File: config.mk
export PLATFORM = sky130hd
export DESIGN_NAME = integer_to_float_convert_unit
export DESIGN_NICKNAME = d
export VERILOG_FILES = /design/src/hw/rtl/itfc_pkg.sv /design/src/hw/rtl/integer_to_float_convert_unit.sv
export VERILOG_INCLUDE_DIRS = /design/src /design/src/hw/rtl
export SDC_FILE = /design/constraint.sdc
export NUM_CORES = 1
export LEC_CHECK = 0
export ABC_CLOCK_PERIOD_IN_PS = 6600
export BUFFER_PORTS_ARGS = -buffer_cell sky130_fd_sc_hd__buf_2
export CORE_ASPECT_RATIO = 1.2
export CORE_MARGIN = 1.5
export CORE_UTILIZATION = 46
export DETAILED_ROUTE_END_ITERATION = 16
export GPL_ROUTABILITY_DRIVEN = 0
export HOLD_SLACK_MARGIN = 0.08
export PLACE_DENSITY = 0.66
export SYNTH_ARGS = -nofsm -noshare
export SYNTH_HDL_FRONTEND = slang
export SYNTH_SLANG_ARGS = --single-unit
File: constraint.sdc
create_clock -name clk -period 6.6 [get_ports clk]
set_clock_uncertainty 0.15 [all_clocks]
set_input_delay 0.33 -clock clk [delete_from_list [all_inputs] [get_ports clk]]
set_output_delay 0.33 -clock clk [all_outputs]
set_load 0.05 [all_outputs]
File: src/hw/rtl/assert_macros.svh
// assertion macros shared by the conversion unit rtl
`ifndef ASSERT_MACROS_SVH
`define ASSERT_MACROS_SVH

// same-cycle implication, sampled on clk, off during reset
`define ITFC_ASSERT_NOW(lbl, ante, cons, msg) \
  lbl: assert property (@(posedge clk) disable iff (rst) (ante) |-> (cons)) \
    else $error(msg);

// next-cycle implication, sampled on clk, off during reset
`define ITFC_ASSERT_NEXT(lbl, ante, cons, msg) \
  lbl: assert property (@(posedge clk) disable iff (rst) (ante) |=> (cons)) \
    else $error(msg);

`endif

File: src/hw/rtl/itfc_pkg.sv
// types and constants of the integer to float conversion unit
package itfc_pkg;

  localparam int unsigned SGL_MANT_BITS = 23;
  localparam int unsigned DBL_MANT_BITS = 52;
  localparam logic [7:0]  SGL_BIAS      = 8'd127;
  localparam logic [10:0] DBL_BIAS      = 11'd1023;
  localparam logic [63:0] MOST_NEG_64   = 64'h8000_0000_0000_0000;

  // input transaction
  typedef struct packed {
    logic [63:0] int_value;
    logic [3:0]  source_bytes;
    logic        is_signed;
    logic        to_double;
    logic        check_errors;
  } itfc_in_t;

  // output transaction
  typedef struct packed {
    logic [63:0] float_bits;
    logic        status;
  } itfc_out_t;

  // index of the highest set bit of a 16-bit group (0 when empty)
  function automatic logic [3:0] itfc_top16(input logic [15:0] v);
    logic [3:0] p;
    p = 4'd0;
    for (int k = 0; k < 16; k++) begin
      if (v[k]) begin
        p = 4'(k);
      end
    end
    return p;
  endfunction

endpackage

File: src/hw/rtl/integer_to_float_convert_unit.sv
// integer to ieee-754 single/double conversion unit, truncating, five-stage pipeline
//
// Converts a 1 to 8 byte integer, signed or unsigned, to its single or double
// encoding with truncation of the mantissa. One transaction is accepted per
// cycle unless rsp_ready stalls the pipeline. Stage one clamps the width,
// sign-extends and takes the magnitude (a 64-bit negate), stages two and three
// find the leading one in 16-bit groups and then across groups, stage four
// normalizes with a 64-bit left shift, and stage five assembles the encoding
// and the status (lost precision or most negative 64-bit input) into the output
// register. Every stage holds its transaction while the stage after it is full
// and stalled, so bubbles are squeezed out and nothing is lost or repeated.
module integer_to_float_convert_unit (
  input  logic                clk,
  input  logic                rst,
  input  logic                req_valid,
  output logic                req_ready,
  input  itfc_pkg::itfc_in_t  req_item,
  output logic                rsp_valid,
  input  logic                rsp_ready,
  output itfc_pkg::itfc_out_t rsp_item
);
  import itfc_pkg::*;

  // stage valid bits and ready chain
  logic v1, v2, v3, v4, v5;
  logic rdy1, rdy2, rdy3, rdy4, rdy5;

  assign rdy5      = !v5 || rsp_ready;
  assign rdy4      = !v4 || rdy5;
  assign rdy3      = !v3 || rdy4;
  assign rdy2      = !v2 || rdy3;
  assign rdy1      = !v1 || rdy2;
  assign req_ready = rdy1;

  // stage 1: clamp width, sign-extend, magnitude
  logic [3:0]  nb;
  logic        sign_bit;
  logic        neg_next;
  logic [63:0] val_ext;
  logic [63:0] mag_next;
  logic        minneg_next;

  always_comb begin
    if (req_item.source_bytes == 4'd0) begin
      nb = 4'd1;
    end else if (req_item.source_bytes > 4'd8) begin
      nb = 4'd8;
    end else begin
      nb = req_item.source_bytes;
    end
    case (nb)
      4'd1:    sign_bit = req_item.int_value[7];
      4'd2:    sign_bit = req_item.int_value[15];
      4'd3:    sign_bit = req_item.int_value[23];
      4'd4:    sign_bit = req_item.int_value[31];
      4'd5:    sign_bit = req_item.int_value[39];
      4'd6:    sign_bit = req_item.int_value[47];
      4'd7:    sign_bit = req_item.int_value[55];
      default: sign_bit = req_item.int_value[63];
    endcase
    neg_next = req_item.is_signed && sign_bit;
    for (int i = 0; i < 8; i++) begin
      if (4'(i) < nb) begin
        val_ext[i*8 +: 8] = req_item.int_value[i*8 +: 8];
      end else begin
        val_ext[i*8 +: 8] = {8{neg_next}};
      end
    end
    mag_next    = neg_next ? (64'd0 - val_ext) : val_ext;
    minneg_next = req_item.check_errors && neg_next && (val_ext == MOST_NEG_64);
  end

  logic [63:0] mag1;
  logic        neg1, dbl1, chk1, minneg1;

  always_ff @(posedge clk) begin
    if (rst) begin
      v1 <= 1'b0;
    end else if (rdy1) begin
      v1 <= req_valid;
    end
    if (rdy1 && req_valid) begin
      mag1    <= mag_next;
      neg1    <= neg_next;
      dbl1    <= req_item.to_double;
      chk1    <= req_item.check_errors;
      minneg1 <= minneg_next;
    end
  end

  // stage 2: leading one inside each 16-bit group
  logic [63:0] mag2;
  logic        neg2, dbl2, chk2, minneg2;
  logic [3:0]  grp_nz2;
  logic [3:0]  grp_idx2 [4];

  always_ff @(posedge clk) begin
    if (rst) begin
      v2 <= 1'b0;
    end else if (rdy2) begin
      v2 <= v1;
    end
    if (rdy2 && v1) begin
      mag2    <= mag1;
      neg2    <= neg1;
      dbl2    <= dbl1;
      chk2    <= chk1;
      minneg2 <= minneg1;
      for (int g = 0; g < 4; g++) begin
        grp_nz2[g]  <= |mag1[g*16 +: 16];
        grp_idx2[g] <= itfc_top16(mag1[g*16 +: 16]);
      end
    end
  end

  // stage 3: combine groups into the leading-one position
  logic [5:0] top_next;
  always_comb begin
    if (grp_nz2[3]) begin
      top_next = {2'd3, grp_idx2[3]};
    end else if (grp_nz2[2]) begin
      top_next = {2'd2, grp_idx2[2]};
    end else if (grp_nz2[1]) begin
      top_next = {2'd1, grp_idx2[1]};
    end else begin
      top_next = {2'd0, grp_idx2[0]};
    end
  end

  logic [63:0] mag3;
  logic        neg3, dbl3, chk3, minneg3, zero3;
  logic [5:0]  top3;

  always_ff @(posedge clk) begin
    if (rst) begin
      v3 <= 1'b0;
    end else if (rdy3) begin
      v3 <= v2;
    end
    if (rdy3 && v2) begin
      mag3    <= mag2;
      neg3    <= neg2;
      dbl3    <= dbl2;
      chk3    <= chk2;
      minneg3 <= minneg2;
      zero3   <= ~|grp_nz2;
      top3    <= top_next;
    end
  end

  // stage 4: normalize so the leading one sits at bit 63
  logic [63:0] norm4;
  logic        neg4, dbl4, chk4, minneg4, zero4;
  logic [5:0]  top4;

  always_ff @(posedge clk) begin
    if (rst) begin
      v4 <= 1'b0;
    end else if (rdy4) begin
      v4 <= v3;
    end
    if (rdy4 && v3) begin
      norm4   <= mag3 << (~top3);
      neg4    <= neg3;
      dbl4    <= dbl3;
      chk4    <= chk3;
      minneg4 <= minneg3;
      zero4   <= zero3;
      top4    <= top3;
    end
  end

  // stage 5: assemble encoding and status
  logic [10:0] dbl_expo;
  logic [7:0]  sgl_expo;
  logic        lost;
  itfc_out_t   res_next;

  always_comb begin
    dbl_expo = {5'd0, top4} + DBL_BIAS;
    sgl_expo = {2'd0, top4} + SGL_BIAS;
    if (dbl4) begin
      lost = |norm4[62-DBL_MANT_BITS:0];
    end else begin
      lost = |norm4[62-SGL_MANT_BITS:0];
    end
    if (zero4) begin
      res_next.float_bits = 64'd0;
    end else if (dbl4) begin
      res_next.float_bits = {neg4, dbl_expo, norm4[62 -: DBL_MANT_BITS]};
    end else begin
      res_next.float_bits = {32'd0, neg4, sgl_expo, norm4[62 -: SGL_MANT_BITS]};
    end
    res_next.status = minneg4 || (chk4 && !zero4 && lost);
  end

  logic dbl5;

  always_ff @(posedge clk) begin
    if (rst) begin
      v5 <= 1'b0;
    end else if (rdy5) begin
      v5 <= v4;
    end
    if (rdy5 && v4) begin
      rsp_item <= res_next;
      dbl5     <= dbl4;
    end
  end

  assign rsp_valid = v5;

  // checks on internal pipeline behavior
  `include "assert_macros.svh"

  `ITFC_ASSERT_NOW(a_norm_msb, v4 && !zero4, norm4[63], "normalized magnitude lacks leading one")
  `ITFC_ASSERT_NOW(a_sgl_upper, v5 && !dbl5, rsp_item.float_bits[63:32] == 32'd0, "single result has upper bits set")
  `ITFC_ASSERT_NEXT(a_s1_hold, v1 && !rdy2, v1 && $stable(mag1) && $stable(neg1), "stalled stage one transaction changed")

endmodule
==> metrics.yaml <==
sta:
  setup_viol: 0
  tns_ns: 0
  period_share_pct: 60.2
  worst_pin_slew_ns: 1.09
  min_period_ns: 3.97
  slew_headroom_pct: 27.1
  finalMaxSlewViolations: 0
  hold_violations: 0
  rsz0062_at_grt: "false"
  max_freq_mhz: 252
logic_synthesis:
  synth_warnings: 0
  synth_edf_count: 368
  synth.yosys.seq_area_share_pct: 57.7
  synth-seq-cells: 373
  async_flop_share_pct: 0
  synth.distinct_cells: 77
  yosysTopAreaCell: "edfxtp_1"
  syn_area_per_cell_um2: 11.4
  syn-instance-count: 1692
  syn_nets: 1769
  yosys-top-cells-area: "edfxtp_1 57%, mux4_2 5.1%, mux2i_1 4.9%"
  ys.flop_type: "edfxtp_1"
  synth_area_mm2: 0.0193
  synth_top_cell_area_share_pct: 57.2
cts:
  cts_made_buffers: 36
  tritoncts: "done"
  clkTransAtPathRegs_ns: 0.06
  cts_resized: 0
  cts_hold_buf: 60
  clockRootBuffer: "clkbuf_16"
  cts_max_path_buffers: 3
  postCtsSetupBuffers: 0
  worstSkewPairLatency_ns: 0.54
  htreeDepth: 2
  clock-sinks: 373
worst_setup_path:
  cp_top_family: "buffers and inverters"
  crit_path_start_kind: "primary input"
  critPathKind: "primary input to flip-flop"
  crit_buf_inv: 4
  cp.required_ns: 6.73
  arrival_ns: 4.11
  cp-end-kind: "flip-flop"
  slowest_delay_ns: 0.76
  slowest_stage: "nand2_1"
  cp_max_fo: 37
  crit_chain: "dlygate4sd3_1 -> buf_2 -> mux2_4 -> a22o_1 -> o31a_1 -> buf_4 -> nand2_1 -> inv_1 -> and4_1 -> a311o_1"
finish:
  fin_area_mm2: 0.0221
  fin_nets: 1915
  antenna_cells: 0
  layout_commonest_cell: "edfxtp_1"
  drive_gt1_share_pct: 15.8
  area_growth_syn_to_layout_pct: 14.6
  nFillCells: 3576
  final_cell_mix: "368 x edfxtp_1, 219 x nor2_1, 172 x nand2_1"
route:
  via_per_inst: 5.63
  drtIter0Drc: 777
  finalWirelength_mm: 41.3
  drt_first_pass_iters: 6
  wl_per_cell_um: 17.1
  num_vias: 13548
  drc_errors: 0
  ant_nets: 0
floorplanning:
  rows: 82
  io_pins: 142
  core_mm2: 0.0416
  die_y_um: 227
  dieArea_mm2: 0.0432
  start_util_pct: 46.5
  die_w_um: 190
place:
  dpl.hpwl_mm: 30.6
  placed_area_mm2: 0.0204
  portBuffers: 141
global_routing:
  grt_pass1_vias: 12778
  antenna_found_initial: 0
  grt_pass1_wl_mm: 65.9
  grt_max_degree: 89
  track_usage_pct: 19.1
  grt-ovfl-total: 0
pwr:
  vdd_drop_max_mv: 0.176
  power_density_mw_per_mm2: 248
  power_leakage_nw: 7.95
outcome:
  outcome: "completed"
hold_path:
  hp-class: "primary input to flip-flop"
job:
  drv_cap: 0
## layout make-up
| type | instances | area [um^2] | share of cell area (%) |
|---|---|---|---|
| clock buffer | 40 | 916 | 4.14 |
| clock inverter | 22 | 190 | 0.859 |
| inverter | 33 | 124 | 0.560 |
| multi-input combinational | 1176 | 7640 | 34.5 |
| sequential | 373 | 11200 | 50.4 |
| tap | 546 | 683 | 3.09 |
| timing repair buffer | 218 | 1430 | 6.48 |
## logic make-up (layout without fill, tap and decap cells)
kind of cell,count (synthesis),in the layout,synth area share (%)
compound gates,350,350,11.3
xor+xnor,29,29,1.32
fa+ha+maj,2,2,0.130
buf+inv,143,313,2.94
flops,373,373,57.7
mux,155,155,11.0
simple gates,640,640,15.6
## cell usage after synthesis (19+ instances only)
cell type	instances
nand2_1	172
clkbuf_1	82
o21ai_0	95
nor2_1	219
mux2i_1	94
mux4_2	44
nand3_1	27
o211ai_1	19
edfxtp_1	368
nor3_1	48
inv_1	30
and2_1	45
a21oi_1	109
nor4_1	33
## metal layers
metal | vias up | GRT usage [%] | wire length (um)
met5 | - | 0 | 0
met4 | 0 | 9.27 | 1870
met3 | 107 | 2.25 | 2170
met2 | 487 | 33.5 | 20200
met1 | 6311 | 23.6 | 17100
li1 | 6643 | - | -
## stage by stage
stage | instances | hold WS (ns) | power (W) | worst slack, ns | util, %
floorplan | 1692 | 0.249 | 0.00338 | 0.489 | -
global placement | 2286 | 0.254 | 0.00357 | 2.49 | 49.2
detailed placement | 2286 | 0.255 | 0.00359 | 2.36 | 49.2
CTS | 2408 | 0.0818 | 0.00554 | 2.77 | 53.3
global route | 2408 | 0.105 | 0.00571 | 2.39 | 53.3
finish | 2408 | 0.0997 | 0.00550 | 2.63 | 53.3
## where the power goes
group | leakage, nW | internal, W | switching [W]
sequential | 3.46 | 0.00278 | 0.0000848
combinational | 3.94 | 0.000282 | 0.000426
clock | 0.544 | 0.00109 | 0.000841
## worst reg2reg max path: stages, from the launching register on
cell and delay (ns):
edfxtp_1 0.32, buf_4 0.81, mux4_2 0.71, mux2_2 0.33
mux2i_1 0.36, mux2i_1 0.22, o21a_1 0.23
## state kept, by name, indices dropped and copies added, names as in the netlist, 4 cells and up
signal	flops
rsp_item	65
mag1	64
mag2	63
mag3	63
norm4	63
grp_idx2	16
top3	6
top4	6
grp_nz2	4
## worst paths after layout
kind / startpoint / end / slack [ns] / cells past startpoint
max: req_item[38] / mag1[32] / 2.63 / 10
min reg2reg: mag2[22] / mag3[22] / 0.26 / 0
max reg2reg: top3[0] / norm4[60] / 3.21 / 6
min: req_item[12] / mag1[5] / 0.1 / 3
Power figures use the tool's default switching activity.
